<file path="config.mk">
export PLATFORM = sky130hd
export DESIGN_NAME = ksg_ctrl
export DESIGN_NICKNAME = d
export VERILOG_FILES = /design/src/design/ksg_pkg.sv /design/src/design/ksg_ctrl.sv
export SDC_FILE = /design/constraint.sdc
export NUM_CORES = 1
export LEC_CHECK = 0
export BUFFER_PORTS_ARGS = -buffer_cell sky130_fd_sc_hd__buf_4
export CORE_UTILIZATION = 30
export CTS_CLUSTER_DIAMETER = 120
export DETAILED_ROUTE_END_ITERATION = 8
export GPL_ROUTABILITY_DRIVEN = 0
export HOLD_SLACK_MARGIN = 0.1
export SLEW_MARGIN = 20
export SYNTH_ARGS = -nofsm -noshare
export SYNTH_HDL_FRONTEND = slang
export SYNTH_SLANG_ARGS = --single-unit
</file>
<file path="constraint.sdc">
create_clock -name i_clk -period 1.5 [get_ports i_clk]
set_input_delay 0.075 -clock i_clk [delete_from_list [all_inputs] [get_ports i_clk]]
set_output_delay 0.075 -clock i_clk [all_outputs]
set_load 0.05 [all_outputs]
</file>
<file path="src/design/ksg_pkg.sv">
package ksg_pkg;

    localparam int KSG_GRID_DIM   = 256;
    localparam int KSG_KERNEL_MAX = 64;

    localparam int CFG_IDX_W  = 8;
    localparam int CFG_DATA_W = 9;

    localparam logic [CFG_IDX_W-1:0] CFG_GRID_WIDTH   = 8'd0;
    localparam logic [CFG_IDX_W-1:0] CFG_GRID_HEIGHT  = 8'd1;
    localparam logic [CFG_IDX_W-1:0] CFG_KERNEL_SIZE  = 8'd2;
    localparam logic [CFG_IDX_W-1:0] CFG_COMBINE_MODE = 8'd3;

    typedef enum logic [1:0] {
        FUNC_SPLAT = 2'd0,
        FUNC_WRITE = 2'd1,
        FUNC_READ  = 2'd2,
        FUNC_NONE  = 2'd3
    } t_func;

    typedef struct packed {
        t_func              func;
        logic signed [15:0] centre_x;
        logic signed [15:0] centre_y;
        logic [15:0]        splat_weight;
        logic [15:0]        cell_index;
        logic [31:0]        cell_value;
    } t_in;

    typedef struct packed {
        logic [31:0] read_data;
        logic [12:0] taps_applied;
        logic        saturated;
    } t_out;

    typedef enum logic [4:0] {
        OP_NONE,
        OP_CLR,
        OP_LOAD,
        OP_MOD,
        OP_WR,
        OP_RD,
        OP_RDCAP,
        OP_ROW_SKIP,
        OP_ADV,
        OP_TAP_FAR,
        OP_TAP_START,
        OP_SQ1,
        OP_SQ2,
        OP_H1,
        OP_H2,
        OP_H3,
        OP_P,
        OP_RMW,
        OP_PUSH
    } t_op;

    typedef enum logic [4:0] {
        S_CLEAR,
        S_IDLE,
        S_DISPATCH,
        S_MOD,
        S_WR,
        S_RD,
        S_RDCAP,
        S_ROW,
        S_COL,
        S_SQ1,
        S_SQ2,
        S_H1,
        S_H2,
        S_H3,
        S_P,
        S_RMW,
        S_FIN
    } t_state;

    typedef struct packed {
        logic  clr_last;
        t_func func;
        logic  k_zero;
        logic  row_ok;
        logic  row_last;
        logic  col_ok;
        logic  col_last;
        logic  far;
        logic  bit_last;
        logic  out_free;
    } t_stat;

endpackage

</file>
<file path="src/design/ksg_ctrl.sv">
module ksg_ctrl
    import ksg_pkg::*;
(
    input  logic  i_clk,
    input  logic  i_rst_n,
    input  logic  i_valid,
    input  t_stat i_stat,
    output logic  o_ready,
    output t_op   o_op
);

    t_state r_state;
    t_state n_state;

    always_ff @(posedge i_clk) begin
        if (!i_rst_n) begin
            r_state <= S_CLEAR;
        end else begin
            r_state <= n_state;
        end
    end

    // next state
    always_comb begin
        n_state = r_state;
        case (r_state)
            S_CLEAR: begin
                if (i_stat.clr_last) n_state = S_IDLE;
            end
            S_IDLE: begin
                if (i_valid) n_state = S_DISPATCH;
            end
            S_DISPATCH: begin
                case (i_stat.func)
                    FUNC_SPLAT: n_state = i_stat.k_zero ? S_FIN : S_ROW;
                    FUNC_WRITE: n_state = S_MOD;
                    FUNC_READ:  n_state = S_MOD;
                    default:    n_state = S_FIN;
                endcase
            end
            S_MOD: begin
                if (i_stat.bit_last) begin
                    n_state = (i_stat.func == FUNC_WRITE) ? S_WR : S_RD;
                end
            end
            S_WR:    n_state = S_FIN;
            S_RD:    n_state = S_RDCAP;
            S_RDCAP: n_state = S_FIN;
            S_ROW: begin
                if (i_stat.row_ok) begin
                    n_state = S_COL;
                end else if (i_stat.row_last) begin
                    n_state = S_FIN;
                end
            end
            S_COL: begin
                if (i_stat.col_ok && !i_stat.far) begin
                    n_state = S_SQ1;
                end else if (i_stat.col_last) begin
                    n_state = i_stat.row_last ? S_FIN : S_ROW;
                end
            end
            S_SQ1: n_state = S_SQ2;
            S_SQ2: n_state = i_stat.bit_last ? S_H1 : S_SQ1;
            S_H1:  n_state = S_H2;
            S_H2:  n_state = S_H3;
            S_H3:  n_state = S_P;
            S_P:   n_state = S_RMW;
            S_RMW: begin
                if (i_stat.col_last) begin
                    n_state = i_stat.row_last ? S_FIN : S_ROW;
                end else begin
                    n_state = S_COL;
                end
            end
            S_FIN: begin
                if (i_stat.out_free) n_state = S_IDLE;
            end
            default: n_state = S_CLEAR;
        endcase
    end

    // datapath command
    always_comb begin
        o_op    = OP_NONE;
        o_ready = 1'b0;
        case (r_state)
            S_CLEAR: o_op = OP_CLR;
            S_IDLE: begin
                o_ready = 1'b1;
                if (i_valid) o_op = OP_LOAD;
            end
            S_MOD:   o_op = OP_MOD;
            S_WR:    o_op = OP_WR;
            S_RD:    o_op = OP_RD;
            S_RDCAP: o_op = OP_RDCAP;
            S_ROW: begin
                if (!i_stat.row_ok) o_op = OP_ROW_SKIP;
            end
            S_COL: begin
                if (!i_stat.col_ok) begin
                    o_op = OP_ADV;
                end else if (i_stat.far) begin
                    o_op = OP_TAP_FAR;
                end else begin
                    o_op = OP_TAP_START;
                end
            end
            S_SQ1: o_op = OP_SQ1;
            S_SQ2: o_op = OP_SQ2;
            S_H1:  o_op = OP_H1;
            S_H2:  o_op = OP_H2;
            S_H3:  o_op = OP_H3;
            S_P:   o_op = OP_P;
            S_RMW: o_op = OP_RMW;
            S_FIN: begin
                if (i_stat.out_free) o_op = OP_PUSH;
            end
            default: o_op = OP_NONE;
        endcase
    end

endmodule

</file>
* After elaboration in Yosys (flattened, before gate mapping) *
Index checks and enable logic that the tools add are counted.

operators by class
  eq/ne operators = 24
  muxes and demuxes = 22
  reduce and logical (&&, ||, !) cells = 7

operators by type and width
  cell                  number
  $pmux W5 S16          2
  $mux W5               12
  $eq A5 B4 Y1 const B  8
  $eq A5 B3 Y1 const B  4
  $eq A5 B2 Y1 const B  2
  $pmux W5 S2           1
  $mux W2               4
  $ne A2 B2 Y1 const B  4
  $ne A3 B3 Y1 const B  2
  $reduce_and A6 Y1     1
  $eq A5 B1 Y1 const B  1
  $eq A5 B5 Y1 const B  1
  $logic_not A5 Y1      1
  $reduce_or A2 Y1      2
  $mux W3               1
  $eq A2 B1 Y1 const B  1
  $eq A2 B2 Y1 const B  1
  $logic_not A2 Y1      1
  $mux W1               2
  $logic_and A1 B1 Y1   1
  $logic_not A1 Y1      1

word-level totals
  bits of input ports = 14
  logic and storage cells = 54
  output and inout port bits = 6
  register bits = 5

* Depth between registers and ports, before layout *
  word-level depth = 4
  mapped depth = 7
  gate-level depth less buffers = 7

* Least setup slack after synthesis *
No wires, ideal clock.

  kind = register -> output
  start point = register r_state[3]
  end point = output port o_op[3]
  required time = 1.425 ns
  stages on the path, launching flop included = 5
  data arrival time = 1.759 ns
  path slack = -0.334 ns
  buffers on the path = 2
  path through = dfxtp_1 -> buf_6 -> buf_2 -> inv_1 -> nor3_1

on the way
  word-level cells in the longest chain between the ends = 2
  elaborated cells on any way between the ends = 17
  those cells by class = eq/ne: 15; mux: 1; reduce/logical: 1

ends and longest elaborated chain
  item                                  RTL line        source
  from (decl)                           ksg_ctrl.sv:12  t_state r_state;
  from (signal assigned)                ksg_ctrl.sv:19  r_state <= n_state;
  $eq A5 B5 Y1 (tied with other cells)  ksg_ctrl.sv:87  case (r_state)
  $pmux W5 S16 (*)                      ksg_ctrl.sv:87
  to (decl)                             ksg_ctrl.sv:9   output t_op o_op

Mark *: on every way between the ends. The rest lies on a longest branch, timed or not.

* Final worst setup path *
  start point = register r_state[0]
  end point = output port o_op[1]

Same word-level chain as after synthesis.

==> metrics.cfg <==
[run_status]
outcome=finished, violations left
violations=negative setup slack

[detailed_routing]
drt_wl_total_mm=2.89
post-route-drc-count=0
ant_nets=0
drt_iter0_markers=26
vias=1015
via_per_inst=5.43
first_pass_iters=4
wl_per_cell_um=15.4

[power]
power.internal_w=0.000900
clkPwrFrac=0.096
p_per_area_nw_per_um2=1290
combinationalPowerShare=0.751
switching_share=0.479
leakagePower_nw=0.565
peakVddDrop_mv=0.936
power.switching_w=0.000826
seqPwrFrac=0.153
finalPower_w=0.00173

[final_layout]
fin_nets=175
largest_reg_flops=5
drive_above_1_share=0.548
reg_top3=r_state x5
design_area_sq_um=1340
fin_util=0.539
n_antenna_cell=0
largest_register=r_state
instances_no_fill=187
synthToLayoutAreaGrowth_pct=68.5

[placed_design]
placed_cells=169
placed_area_sq_um=1050
dp_hpwl_mm=1.79
io_buffers=19
place_ws_ns=-0.201

[synth]
synth_area_leaders=dfxtp_1 13%, o21ai_0 7.6%, nor2b_1 6.3%
synth_cell_types=40
synth_nets=129
synthCells=112
synth_seq_area_share=0.126
syn_area_per_cell_sq_um=7.08
yosysTopAreaCell=dfxtp_1
netlist_area_sq_um=793
yosysTopAreaCellShare=0.126
ys_ff_latch=5
ys.warnings.count=0

[clocking]
htreeDepth=1
clk_pin_slew_ns=0.05
clockBufferDepth=2
clkLatencyLatePin_ns=0.25
clock_sinks=5
cts_tree=done
root_buffer=clkbuf_4
cts_buffers=3

[critical_path]
worst_setup_path_start_kind=register
crit_path_max_fanout=6
end_kind=output port
crit_type=reg -> out
cp_data_arrival_time_ns=1.51
critical_path_required_ns=1.42

[grt]
grt_first_pass_wirelength_mm=4.07
antenna_found_initial=0
gr-usage-all-layers=0.199
grt_pass1_vias=919
grt_overflow=0
grt_max_degree=12

[flow_run]
maxCapViolations=0

[sta]
fmax_ghz=0.632
grt_setup_unrepaired=true
fin_crit_ns=1.58
slew_headroom=0.755
setup_violations=5
report.final.slew_viol_count=0
worst_pin_slew_ns=0.366
fin_skew_ns=0.00295
min_period_over_period=1.06
setup_ws_ns=-0.0835
hold_viol=0

[die]
dieArea_sq_um=2850
die_h_um=53.4
core_area_sq_um=2480
rows=18
ioPinCount=20
die_x_um=53.4
start_util=0.320

[min_path]
min_path_type=in -> reg

[worst max-delay path: stages (launching register included)]
cell	delay [ns]
dfxtp_4	0.39
buf_6	0.13
nor3b_4	0.22
and2_4	0.21
nand2_2	0.05
nand4_1	0.09
buf_6	0.16
[what timing repair did]
action / 4_1_cts / 5_1_grt
buffers inserted: 11 / 3
hold endpoints to repair: 1 / 0
hold buffers: 1 / 0
resized for setup: 22 / 26
pin swaps: 7 / 15
endpoints found under the setup margin: 11 / 11
[cells by family (layout without fill, tap and decap cells)]
group           after synthesis  in the layout  share of synthesized area
buf+inv                      16             61                      0.115
simple gates                 53             53                      0.434
compound gates               35             35                      0.278
flops                         5              5                      0.126
fa+ha+maj                     3              3                     0.0473
[routing by layer]
layer  vias to the layer above  track usage  share of wire  routed length [um]
li1                        502            -              -                   -
met1                       473        0.238           0.41                1200
met2                        36        0.352           0.53                1530
met3                         4       0.0345          0.047                 136
met4                         0       0.0614         0.0080                  23
met5                         -            0              0                   0
[per-stage QoR]
| stage | hold WS, ns | setup TNS, ns |
|---|---|---|
| 6_report | 0.112 | -0.266 |
| 3_5_place_dp | 0.342 | -0.932 |
| 3_3_place_gp | 0.341 | -0.931 |
| 4_1_cts | 0.105 | -0.137 |
| 5_1_grt | 0.131 | -0.772 |
| 2_1_floorplan | 0.190 | 0 |
[power groups by stage]
| stage | Combinational [W] | Sequential, W | Clock, W |
|---|---|---|---|
| floorplan | 0.000802 | 0.000175 | 0 |
| global placement | 0.000954 | 0.000279 | 0 |
| detailed placement | 0.000958 | 0.000278 | 0 |
| CTS | 0.00115 | 0.000259 | 0.000167 |
| global route | 0.00139 | 0.000270 | 0.000175 |
| finish | 0.00130 | 0.000264 | 0.000166 |
[worst paths after layout]
path                                 start    endpoint  slack [ns]  depth (start not counted)
worst max-delay path            r_state[0]     o_op[1]       -0.08                          6
worst min-delay path             i_stat[0]  r_state[4]        0.11                          3
worst max register to register  r_state[2]  r_state[0]       -0.08                          6
worst min register to register  r_state[0]  r_state[4]        0.65                          3
[area by class of cell]
class	instances	area (sq um)
Fill cell	235	1140
Multi-Input combinational cell	91	706
Timing Repair Buffer	51	430
Sequential cell	5	114
Tap cell	30	37.5
Clock buffer	4	26.3
Inverter	6	22.5
[Yosys cell counts]
library cell / count
nor4b_2: 1
a41o_1: 1
and2_4: 1
clkbuf_1: 2
or2_1: 1
o21a_1: 1
nor3b_1: 3
nand2_1: 10
o21ai_0: 12
o211ai_1: 3
dfxtp_1: 5
nand4b_1: 3
ha_1: 3
and2_1: 2
a32oi_1: 1
o22ai_1: 1
nor4b_1: 1
o2111a_1: 1
nor2_1: 7
nand3_1: 3
buf_4: 1
nand3b_1: 1
nor3b_4: 1
nor3_1: 4
nor3b_2: 1
a211oi_2: 1
a31oi_1: 3
a21oi_1: 5
o21ai_1: 3
buf_6: 3
and3_1: 1
nand3_2: 1
a22oi_1: 1
nand4_1: 3
a211oi_1: 1
nor2b_1: 8
o31ai_1: 1
nor4_4: 1
buf_2: 4
inv_1: 6
[cell usage in the layout, fill, tap and decap left out, types with 2 or more instances in the layout]
cell	synthesis	layout
o21ai_2	0	4
nor3b_1	3	3
nand4_1	3	3
o21ai_1	3	2
nor2b_2	0	2
nand4b_1	3	3
a21oi_1	5	4
nand2_1	10	6
o21ai_0	12	9
inv_1	6	6
ha_1	3	3
clkbuf_4	0	3
buf_6	3	8
buf_8	0	2
and2_4	1	2
nand2_2	0	4
nor3b_4	1	2
nand3_2	1	3
dfxtp_2	0	2
buf_4	1	40
nor2_1	7	4
nor2_2	0	2
dfxtp_4	0	3
nor2b_1	8	6
o211ai_1	3	3
nor3_1	4	3
a31oi_1	3	3
(Power assumes the default switching activity.)
